[src/hw/rtl/bgpm_pkg.sv]
package bgpm_pkg;

    localparam int MASK_W      = 32;
    localparam int CODE_W      = 16;
    localparam int GLYPH_COUNT = 58;
    localparam int GLYPH_IDX_W = $clog2(GLYPH_COUNT);
    // candidate slots, padded to a power of two for the reduction tree
    localparam int CAND_COUNT  = 1 << GLYPH_IDX_W;
    localparam int DIST_W      = $clog2(MASK_W / 2 + 1);

    localparam logic [5:0]        WORST_DIST      = 6'd32;
    localparam logic [5:0]        HALF_DIST       = 6'd16;
    localparam logic [DIST_W-1:0] PAD_DIST        = '1;
    localparam logic [CODE_W-1:0] FULL_BLOCK_CODE = 16'h2588;

    typedef struct packed {
        logic [DIST_W-1:0]      hdist;
        logic                   inv;
        logic [GLYPH_IDX_W-1:0] idx;
    } cand_t;

    localparam logic [MASK_W-1:0] GLYPH_PATTERN [GLYPH_COUNT] = '{
        32'h00000000,
        32'h0000000f, 32'h000000ff, 32'h00000fff,
        32'h0000ffff, 32'h000fffff, 32'h00ffffff,
        32'h0fffffff,
        32'heeeeeeee, 32'hcccccccc, 32'h88888888,
        32'h0000cccc, 32'h00003333, 32'hcccc0000,
        32'hcccc3333, 32'h33330000,
        32'h000ff000, 32'h66666666,
        32'h00077666, 32'h000ee666, 32'h66677000,
        32'h666ee000,
        32'h66677666, 32'h666ee666, 32'h000ff666,
        32'h666ff000, 32'h666ff666,
        32'h000cc000, 32'h00066000, 32'h00033000,
        32'h00066000,
        32'h06600660,
        32'h000f0000, 32'h0000f000, 32'h44444444,
        32'h22222222,
        32'h000e0000, 32'h0000e000, 32'h44440000,
        32'h22220000, 32'h00030000, 32'h00003000,
        32'h00004444, 32'h00002222,
        32'h44444444, 32'h22222222,
        32'h0f000000, 32'h00f00000, 32'h00000f00,
        32'h000000f0,
        32'h00066000,
        32'h11224488, 32'h88442211, 32'h99666699,
        32'h000137f0, 32'h0008cef0, 32'h000fec80,
        32'h000f7310
    };

    localparam logic [CODE_W-1:0] GLYPH_CODE [GLYPH_COUNT] = '{
        16'h00a0,
        16'h2581, 16'h2582, 16'h2583,
        16'h2584, 16'h2585, 16'h2586,
        16'h2587,
        16'h258a, 16'h258c, 16'h258e,
        16'h2596, 16'h2597, 16'h2598,
        16'h259a, 16'h259d,
        16'h2501, 16'h2503,
        16'h250f, 16'h2513, 16'h2517,
        16'h251b,
        16'h2523, 16'h252b, 16'h2533,
        16'h253b, 16'h254b,
        16'h2578, 16'h2579, 16'h257a,
        16'h257b,
        16'h254f,
        16'h2500, 16'h2500, 16'h2502,
        16'h2502,
        16'h2574, 16'h2574, 16'h2575,
        16'h2575, 16'h2576, 16'h2576,
        16'h2577, 16'h2577,
        16'h23a2, 16'h23a5,
        16'h23ba, 16'h23bb, 16'h23bc,
        16'h23bd,
        16'h25aa,
        16'h2571, 16'h2572, 16'h2573,
        16'h25e2, 16'h25e3, 16'h25e4,
        16'h25e5
    };

    // adder tree popcount
    function automatic logic [5:0] popcount32(logic [MASK_W-1:0] v);
        logic [1:0] s1 [16];
        logic [2:0] s2 [8];
        logic [3:0] s3 [4];
        logic [4:0] s4 [2];
        for (int i = 0; i < 16; i++)
        begin
            s1[i] = {1'b0, v[2*i]} + {1'b0, v[2*i+1]};
        end
        for (int i = 0; i < 8; i++)
        begin
            s2[i] = {1'b0, s1[2*i]} + {1'b0, s1[2*i+1]};
        end
        for (int i = 0; i < 4; i++)
        begin
            s3[i] = {1'b0, s2[2*i]} + {1'b0, s2[2*i+1]};
        end
        for (int i = 0; i < 2; i++)
        begin
            s4[i] = {1'b0, s3[2*i]} + {1'b0, s3[2*i+1]};
        end
        return {1'b0, s4[0]} + {1'b0, s4[1]};
    endfunction

    // right side wins only when strictly closer, so earlier entries keep ties
    function automatic cand_t cand_pick(cand_t a, cand_t b);
        return (b.hdist < a.hdist) ? b : a;
    endfunction

endpackage

[src/hw/rtl/bgpm_min_stage.sv]
module bgpm_min_stage import bgpm_pkg::*;
#(
    parameter int N_IN = CAND_COUNT
)
(
    input  logic                   clk,
    input  logic                   rst_n,
    input  logic                   in_valid,
    output logic                   in_ready,
    input  cand_t [N_IN-1:0]       in_cands,
    output logic                   out_valid,
    input  logic                   out_ready,
    output cand_t [N_IN/4-1:0]     out_cands
);

    localparam int N_OUT = N_IN / 4;

    logic               valid_reg;
    logic               valid_next;
    cand_t [N_OUT-1:0]  cands_reg;
    cand_t [N_OUT-1:0]  cands_next;
    logic               load;

    // two tree levels per register
    always_comb
    begin
        for (int j = 0; j < N_OUT; j++)
        begin
            cands_next[j] = cand_pick(cand_pick(in_cands[4*j], in_cands[4*j+1]),
                                      cand_pick(in_cands[4*j+2], in_cands[4*j+3]));
        end
    end

    assign in_ready   = !valid_reg || out_ready;
    assign load       = in_valid && in_ready;
    assign valid_next = load ? 1'b1 : (out_ready ? 1'b0 : valid_reg);

    always_ff @(posedge clk or negedge rst_n)
    begin
        if (!rst_n)
        begin
            valid_reg <= 1'b0;
        end
        else
        begin
            valid_reg <= valid_next;
        end
    end

    always_ff @(posedge clk)
    begin
        if (load)
        begin
            cands_reg <= cands_next;
        end
    end

    assign out_valid = valid_reg;
    assign out_cands = cands_reg;

endmodule

[config.mk]
export PLATFORM = sky130hd
export DESIGN_NAME = bgpm_min_stage
export DESIGN_NICKNAME = d
export VERILOG_FILES = /design/src/hw/rtl/bgpm_pkg.sv /design/src/hw/rtl/bgpm_min_stage.sv
export SDC_FILE = /design/constraint.sdc
export NUM_CORES = 1
export LEC_CHECK = 0
export BUFFER_PORTS_ARGS = -buffer_cell sky130_fd_sc_hd__buf_4
export CAP_MARGIN = 40
export CORE_AREA = 2 2 373 375
export CTS_BUF_LIST = sky130_fd_sc_hd__clkbuf_2 sky130_fd_sc_hd__clkbuf_4 sky130_fd_sc_hd__clkbuf_8
export DETAILED_ROUTE_END_ITERATION = 16
export DIE_AREA = 0 0 375 377
export PLACE_DENSITY = 0.37
export SLEW_MARGIN = 20
export SYNTH_ARGS = -nofsm -noshare
export SYNTH_HDL_FRONTEND = slang
export SYNTH_SLANG_ARGS = --single-unit
export TNS_END_PERCENT = 30
[constraint.sdc]
create_clock -name clk -period 5.1 [get_ports clk]
set_clock_uncertainty 0.1 [all_clocks]
set_input_delay 0.51 -clock clk [delete_from_list [all_inputs] [get_ports clk]]
set_output_delay 0.51 -clock clk [all_outputs]
set_load 0.01 [all_outputs]
* After elaboration in Yosys (flattened, before gate mapping)
Index checks and enable logic that the tools add are counted.
** Cells by class
- $lt $le $gt $ge :: 48
- Mux-type cells :: 50
- Reduce and logical (&&, ||, !) cells :: 4
** Operator list (count)
- 2-to-1 mux 12 bit :: 48
- less-than comparator 5 bit :: 48
- 2-to-1 mux 1 bit :: 2
- nonzero test 2 bit :: 1
- logical AND 1 bit :: 1
- zero test 1 bit :: 1
- logical OR 1 bit :: 1
** Word-level totals
- Register bits :: 193
- Input port bits :: 772
- Output and inout bits :: 194
- Word-level logic and storage cells :: 151

* Longest topological paths before layout
- Depth in word-level cells :: 4
- Depth in mapped cells :: 16
- Depth with buffers taken out :: 15

* Least setup slack after synthesis
Ideal clock, no wire load.
- Path type :: input -> register
- From :: input out_ready
- To :: register cands_reg (netlist bit out_cands[0]), enable pin
- Setup time :: 0.576 ns
- Arrival :: 5.110 ns
- Data required time :: 4.424 ns
- Slack :: -0.686 ns
- Cell stages on the path :: 2
- Path buffers :: 0
- Path through :: nand2b_1 > and2_1
** On the way
- Cells in the longest elaborated chain, start to end :: 2
** RTL lines
- start: declaration :: RTL line bgpm_min_stage.sv:12 : input logic out_ready,
- logical OR 1 bit :: RTL line bgpm_min_stage.sv:34 : assign in_ready = !valid_reg || out_ready;
- logical AND 1 bit :: RTL line bgpm_min_stage.sv:35 : assign load = in_valid && in_ready;
- net load :: RTL line bgpm_min_stage.sv:22 : logic load;
- end signal: assignment :: RTL line bgpm_min_stage.sv:54 : cands_reg <= cands_next;
- end: declaration :: RTL line bgpm_min_stage.sv:20 : cand_t [N_OUT-1:0] cands_reg;
The timed path passes the listed nets, and every way through them passes these cells.
A chain may end at the register's enable or synchronous reset.

==> results.cfg <==
[global_route]
grt_pass1_wl_um = 126000
gr-total-overflow = 0
grt_antenna_before_repair = 18
grt_use_total_pct = 12.7
grt_pass1_vias = 17500
grt_max_degree = 56

[synth]
ys_top_cells_by_count = mux2i_1 (516), inv_1 (282), edfxtp_1 (192), ha_1 (192), a21oi_1 (138)
ys_warn_count = 0
synth_mux_area_share_pct = 28.6
synth_compound_area_share_pct = 12.8
synth_cell_types = 30
synth_nets = 2709
synthFlopType = edfxtp_1
synth_edf_count = 192
synth_top_family_by_area = multiplexers
syn_inst = 1745
async_flop_share_pct = 0.518
synthMostInstantiatedCell = mux2i_1
syn_area_per_cell_um2 = 10.3
synthTopCellsByArea = edfxtp_1 (32%), mux2i_1 (29%), ha_1 (13%), inv_1 (5.9%), a21oi_1 (3.8%)
yosysTopAreaCell = edfxtp_1
synthAdderAreaFrac_pct = 13.3
synth_xor_area_share_pct = 0
synth_simple_gate_area_share_pct = 5.12
yosys.area.top_type_share_pct = 32.0
seq_area_frac_synth_pct = 32.1
ys_seq_elements = 193
syn_area_um2 = 18000

[sta]
finalSetupViolCount = 0
finalCriticalPeriod_ns = 3.67
fmax_ghz = 0.272
timing.final.crit_share_pct = 72.0
drv_slew = 0
relSlewSlack_pct = 29.1
tns_ns = 0
rsz0062_at_grt = false
worst_slew_pin_slew_ns = 1.03
fin_ws_ns = 1.43
finalHoldViolations = 0

[die]
rows = 136
dieArea_um2 = 141000
start_util_pct = 13.2
ios = 966
core_area_um2 = 137000
die_x_um = 375
die_h_um = 377

[power_and_ir_drop]
finalPower_uw = 6560
p_leak_uw = 0.0146
ir_drop_mv = 0.187
power_density_nw_per_um2 = 234

[cts]
cts_buffers = 17
clockBufferDepth = 2
cts_tree = done
cts.sinks = 193
root_buffer = clkbuf_8
cts.reportedPaths.clkPinSlew_ns = 0.14
ctsResizeCount = 0
insertion_delay_ns = 0.61
cts_max_level = 4

[route]
vias = 16800
wl_um = 92800
drt_first_pass_iters = 4
drt_iter0_markers = 526
drc = 0
wl_per_cell_um = 20.4
ant_nets = 0
viasPerCell = 3.69

[setup_path]
path_max_fanout = 10
arrival_ns = 4.01
critPathKind = in2reg
critPathCaptureType = register
required_ns = 5.44
critPathLaunchType = input port

[run]
max-cap-violations = 0

[outcome]
outcome = complete, no violations

[placement]
place_hpwl_um = 81900
dp_slack_ns = 0.829
place.port_buffers = 965
place_congestion = 0.811

[final_layout]
area_delta_synth_final_pct = 55.6
fin_nets = 3703
layout-drive-gt1-share_pct = 39.6
fill_cells = 15200

[hold_path]
worst_hold_path_type = in2reg
-- per-stage QoR --
step | utilization (%) | std cells | instance area (µm²) | hold WS (ns)
after CTS | 20.5 | 4545 | 28000 | 0.00444
after global routing | 20.5 | 4556 | 28100 | 0.0240
after global placement | 20.1 | 4508 | 27600 | 0.187
after detailed placement | 20.2 | 4511 | 27600 | 0.188
final | 20.5 | 4559 | 28100 | 0.124
after floorplan | - | 1745 | 18000 | 0.114
-- per-layer routing --
metal,track usage (%),wire length (µm),vias to the layer above
met1,14.4,37100,7840
met4,3.80,1860,4
met2,22.5,47300,534
met5,0,27,-
met3,3.95,6450,53
li1,-,-,8399
-- timing repair --
action | 4_1_cts | 5_1_grt
setup buffers | 0 | 0
hold endpoints to repair | 2 | 0
hold buffers | 2 | 0
-- cell type report --
| cell class | instances | area, µm² | share of cell area (%) |
|---|---|---|---|
| multi-input combinational | 1222 | 10800 | 38.6 |
| timing repair buffer | 1023 | 7720 | 27.5 |
| sequential | 193 | 5790 | 20.6 |
| tap | 1794 | 2240 | 7.99 |
| inverter | 282 | 1060 | 3.77 |
| clock buffer | 17 | 234 | 0.833 |
| clock inverter | 15 | 170 | 0.606 |
| antenna | 13 | 32.5 | 0.116 |
-- cells in the final DEF, fill, tap and decap left out, types with 3 or more instances in the layout --
master,synthesis,layout
a211oi_1,32,32
a21o_1,42,42
a21oi_1,138,138
a21oi_2,13,13
a21oi_4,3,3
a311oi_1,3,3
a31oi_1,3,3
and4_1,16,16
buf_4,32,1015
buf_6,7,3
clkbuf_8,0,17
diode_2,0,13
edfxtp_1,192,192
ha_1,192,192
inv_1,282,282
inv_6,0,3
inv_8,0,4
mux2i_1,516,516
nand2_1,32,32
nand2b_1,25,25
nor2_1,28,28
nor2b_1,33,22
nor2b_2,0,11
nor3_1,26,26
nor3_2,6,6
o211a_1,29,29
o211ai_1,29,29
o21a_1,3,3
o21ai_0,36,36
o22a_1,13,13
o22a_2,3,3
-- worst paths after layout --
| check | from | to | slack [ns] | depth (start not counted) |
|---|---|---|---|---|
| max | in_cands[83] | out_cands[22] | 1.43 | 14 |
| min | in_cands[726] | out_cands[186] | 0.12 | 3 |
| max reg2reg | out_valid | out_cands[107] | 2.56 | 3 |
| min reg2reg | out_valid | out_valid | 0.75 | 2 |
| max in group asynchronous | rst_n | out_valid | 4.68 | 2 |
| min in group asynchronous | rst_n | out_valid | 0.15 | 2 |
-- cell families after synthesis --
kind of cell / after synthesis
AOI/OAI and AO/OA: 347
muxes: 516
buffers and inverters: 330
DFF: 193
adders and majority gates: 192
and+or+nand+nor: 167
-- worst max-delay path, cell delays in order --
cell     delay, ns
buf_4         0.08
inv_1         0.03
ha_1          0.30
a21oi_1       0.24
nor2b_1       0.50
mux2i_1       0.38
inv_1         0.08
ha_1          0.31
a21o_1        0.16
a21o_1        0.17
a21o_1        0.21
a21oi_2       0.57
buf_4         0.24
mux2i_1       0.23
-- state kept, by name, summed over array words and instances (netlist names) --
name and cells:
out_cands 192, out_valid 1
-- report_power, final --
part / switching [µW] / internal, µW / total, µW
combinational: 1650 / 1560 / 3210
clock: 781 / 411 / 1190
sequential: 85.7 / 2070 / 2160
total: 2520 / 4040 / 6560
(Power assumes the default switching activity.)
